[src/rtl/cpct_ram.sv]
// ----------------------------------------------------------------------------
// Contact pair tracker RAM
// Single write port, single read port, registered read data.
// ----------------------------------------------------------------------------
module cpct_ram #(
   parameter int WIDTH = 8,
   parameter int DEPTH = 16
) (
   input  logic                     clock,
   input  logic                     wr_en,
   input  logic [$clog2(DEPTH)-1:0] wr_addr,
   input  logic [WIDTH-1:0]         wr_data,
   input  logic [$clog2(DEPTH)-1:0] rd_addr,
   output logic [WIDTH-1:0]         rd_data
);

   logic [WIDTH-1:0] mem [DEPTH];
   logic [WIDTH-1:0] rd_data_ff;

   always_ff @(posedge clock) begin
      if (wr_en) begin
         mem[wr_addr] <= wr_data;
      end
      rd_data_ff <= mem[rd_addr];
   end

   assign rd_data = rd_data_ff;

endmodule

[config.mk]
export PLATFORM = sky130hd
export DESIGN_NAME = cpct_ram
export DESIGN_NICKNAME = d
export VERILOG_FILES = /design/src/rtl/cpct_ram.sv
export SDC_FILE = /design/constraint.sdc
export NUM_CORES = 1
export LEC_CHECK = 0
export ABC_AREA = 1
export BUFFER_PORTS_ARGS = -buffer_cell sky130_fd_sc_hd__buf_2
export CAP_MARGIN = 20
export CORE_MARGIN = 2
export CORE_UTILIZATION = 34
export DETAILED_ROUTE_END_ITERATION = 16
export GPL_TIMING_DRIVEN = 0
export PLACE_DENSITY = 0.58
export SLEW_MARGIN = 20
export SYNTH_ARGS = -nofsm -noshare
export SYNTH_HDL_FRONTEND = slang
export SYNTH_SLANG_ARGS = --single-unit
[constraint.sdc]
create_clock -name clock -period 3.04 [get_ports clock]
set_input_delay 0.608 -clock clock [delete_from_list [all_inputs] [get_ports clock]]
set_output_delay 0.608 -clock clock [all_outputs]
set_load 0.05 [all_outputs]
==> flow_metrics.tcl <==
set metrics [dict create \
    synthFlopType "edfxtp_1" \
    num_vias 3816 \
    drt_iter0_markers 414 \
    area_growth_pct 19.18 \
    mappedNetlistNets 569 \
    power.density_mw_per_mm2 716.2 \
    crit_arrival_ps 1700 \
    period_share_pct 54.90 \
    grt-ovfl-total 0 \
    final-seq-area_mm2 0.004004 \
    cp_max_fo 8 \
    dp_hpwl_mm 9.288 \
    p_int_mw 3.888 \
    fp-row-count 47 \
    cp-start-kind "primary input" \
    syn_area_mm2 0.005767 \
    core_mm2 0.01658 \
    synth_most_common_cell "nand2_1" \
    power_leakage_nw 2.957 \
    cts_num_sinks 136 \
    grt_max_degree 17 \
    wl_per_cell_um 16.96 \
    relSlewSlack_pct 36.32 \
    min_period_ps 1669 \
    dr.pass1.iters 5 \
    clock-root-buffer "clkbuf_16" \
    async_reset_ff_share_pct 0 \
    fp.dieArea_mm2 0.01802 \
    clockBufferDepth 2 \
    finalSetupViolations 0 \
    drc 0 \
    cts_setup_buffers 0 \
    combPwrFrac_pct 6.4 \
    rsz0062_at_grt "false" \
    multi_input_area_mm2 0.001214 \
    fin_nets 610 \
    viasPerCell 4.625 \
    final_area_mm2 0.006873 \
    synth-edff-count 128 \
    nFillCells 1556 \
    synth.avg_cell_area_um2 10.47 \
    die_w_um 134.2 \
    switching_share_pct 21.02 \
    critPathKind "primary input to flip-flop" \
    hold_violations 0 \
    grt_pass1_wl_mm 21.78 \
    pwr-share-clk_pct 50.8 \
    htreeDepth 4 \
    cp.required_ps 3070 \
    ios 26 \
    start_util_pct 34.77 \
    gp_congestion 0.8832 \
    yosys_warnings 0 \
    cts_tree "yes" \
    synth_top_area_cell "edfxtp_1" \
    ctsHoldBuffers 0 \
    io_buffer_count 22 \
    p_total_mw 4.923 \
    synthTopCellsByArea "edfxtp_1, nand2_1, nand3_1" \
    synth.distinct_cells 12 \
    drv_cap 0 \
    ant_nets 0 \
    worstSetupEndpointType "flip-flop" \
    postSynthCellCount 551 \
    fin_skew_ps 7.693 \
    max_freq_ghz 0.5991 \
    dp.cells 793 \
    ys_seq_elements 136 \
    pwr-share-seq_pct 42.8 \
    clock_latency_ps 420 \
    synth-seq-area-share_pct 69.43 \
    hold_path_class "primary input to flip-flop" \
    status "completed" \
    fin_cells 825 \
    wl_mm 14.00 \
    clk_pin_slew_ps 60 \
    vdd_ir_drop_max_mv 0.4103 \
    grtUsageTotal_pct 16.44 \
    placed_cell_area_mm2 0.006152 \
    tns_ps 0 \
    fp.dieH_um 134.2 \
    cts-buffers-inserted 17 \
    synthTopCellsByCount "nand2_1, edfxtp_1, inv_1, nand3_1, nor2_1" \
    hold_slack_ps 617.9 \
    p_sw_mw 1.035 \
    grt_antenna_before_repair 0 \
    drive_above_1_share_pct 12.89 \
    antennaDiodeCount 0 \
    maxSlewViolCount 0 \
    tightestPinTransition_ps 951.7 \
    cts_resized 0 \
    grt_pass1_vias 3764 \
    yosysTopAreaCellShare_pct 66.65 \
]
-- power groups by stage --
stage / clock (mW) / sequential [mW] / combinational, mW
2_1_floorplan: 0 / 2.19 / 0.148
3_3_place_gp: 0 / 2.14 / 0.309
3_5_place_dp: 0 / 2.15 / 0.313
4_1_cts: 2.52 / 2.11 / 0.315
5_1_grt: 2.60 / 2.11 / 0.345
6_report: 2.50 / 2.11 / 0.317
-- worst max-delay path, cell delays in order --
cell	delay, ps
buf_2	110
inv_1	60
nand2_1	140
nor2_1	770
-- layout by cell type (no fill, tap or decap) --
master	count
buf_2	35
nor2_1	17
buf_1	1
edfxtp_1	128
clkinvlp_4	1
dfxtp_1	8
clkinv_1	1
inv_1	100
buf_6	6
inv_6	3
nand2_1	173
clkbuf_16	17
nand3_1	97
clkinv_4	2
buf_4	4
inv_2	2
bufinv_16	8
nand3b_1	2
-- state kept, by name, summed over array words and instances (netlist names) --
name	cells
rd_data	8
mem	128
-- cell families (layout without fill, tap and decap cells) --
logic type	count (synthesis)	in the layout	synth area share (%)
buffers and inverters	126	180	9.525
flip-flops	136	136	69.43
AND/OR/NAND/NOR	289	289	21.05
-- per-stage QoR --
stage	setup WS [ps]	utilization (%)
floorplan	1481	-
global placement	999.3	37.10
detailed placement	969.0	37.10
CTS	1403	41.44
global route	1303	41.44
finish	1371	41.44
-- path summary, 6_finish.rpt --
path                                  from  slack, ps  cells after the start          to
worst max-delay path            wr_addr[1]       1370                      4  mem[13][5]
worst min-delay path            wr_data[2]        620                      1   mem[0][2]
worst max register to register   mem[3][0]       2000                      6  rd_data[0]
worst min register to register  mem[14][7]        690                      6  rd_data[7]
-- metal layers --
metal  vias up  GRT usage [%]  part of all wire (%)
met2       146          25.57                    46
met5         -              0                     0
met1      1795          22.44                    45
met3        16          3.439                   7.2
met4         0          6.842                   1.9
li1       1859              -                     -
-- final cells by class --
cell class	count	share of cell area (%)
well taps	220	4.005
clock buffers	17	6.190
plain buffers	24	2.421
repair buffers	22	1.602
clock inverters	15	4.296
inverters	102	5.571
multi-input cells	289	17.66
flip-flops and latches	136	58.26
No activity file was read; power rests on OpenSTA's default activity.
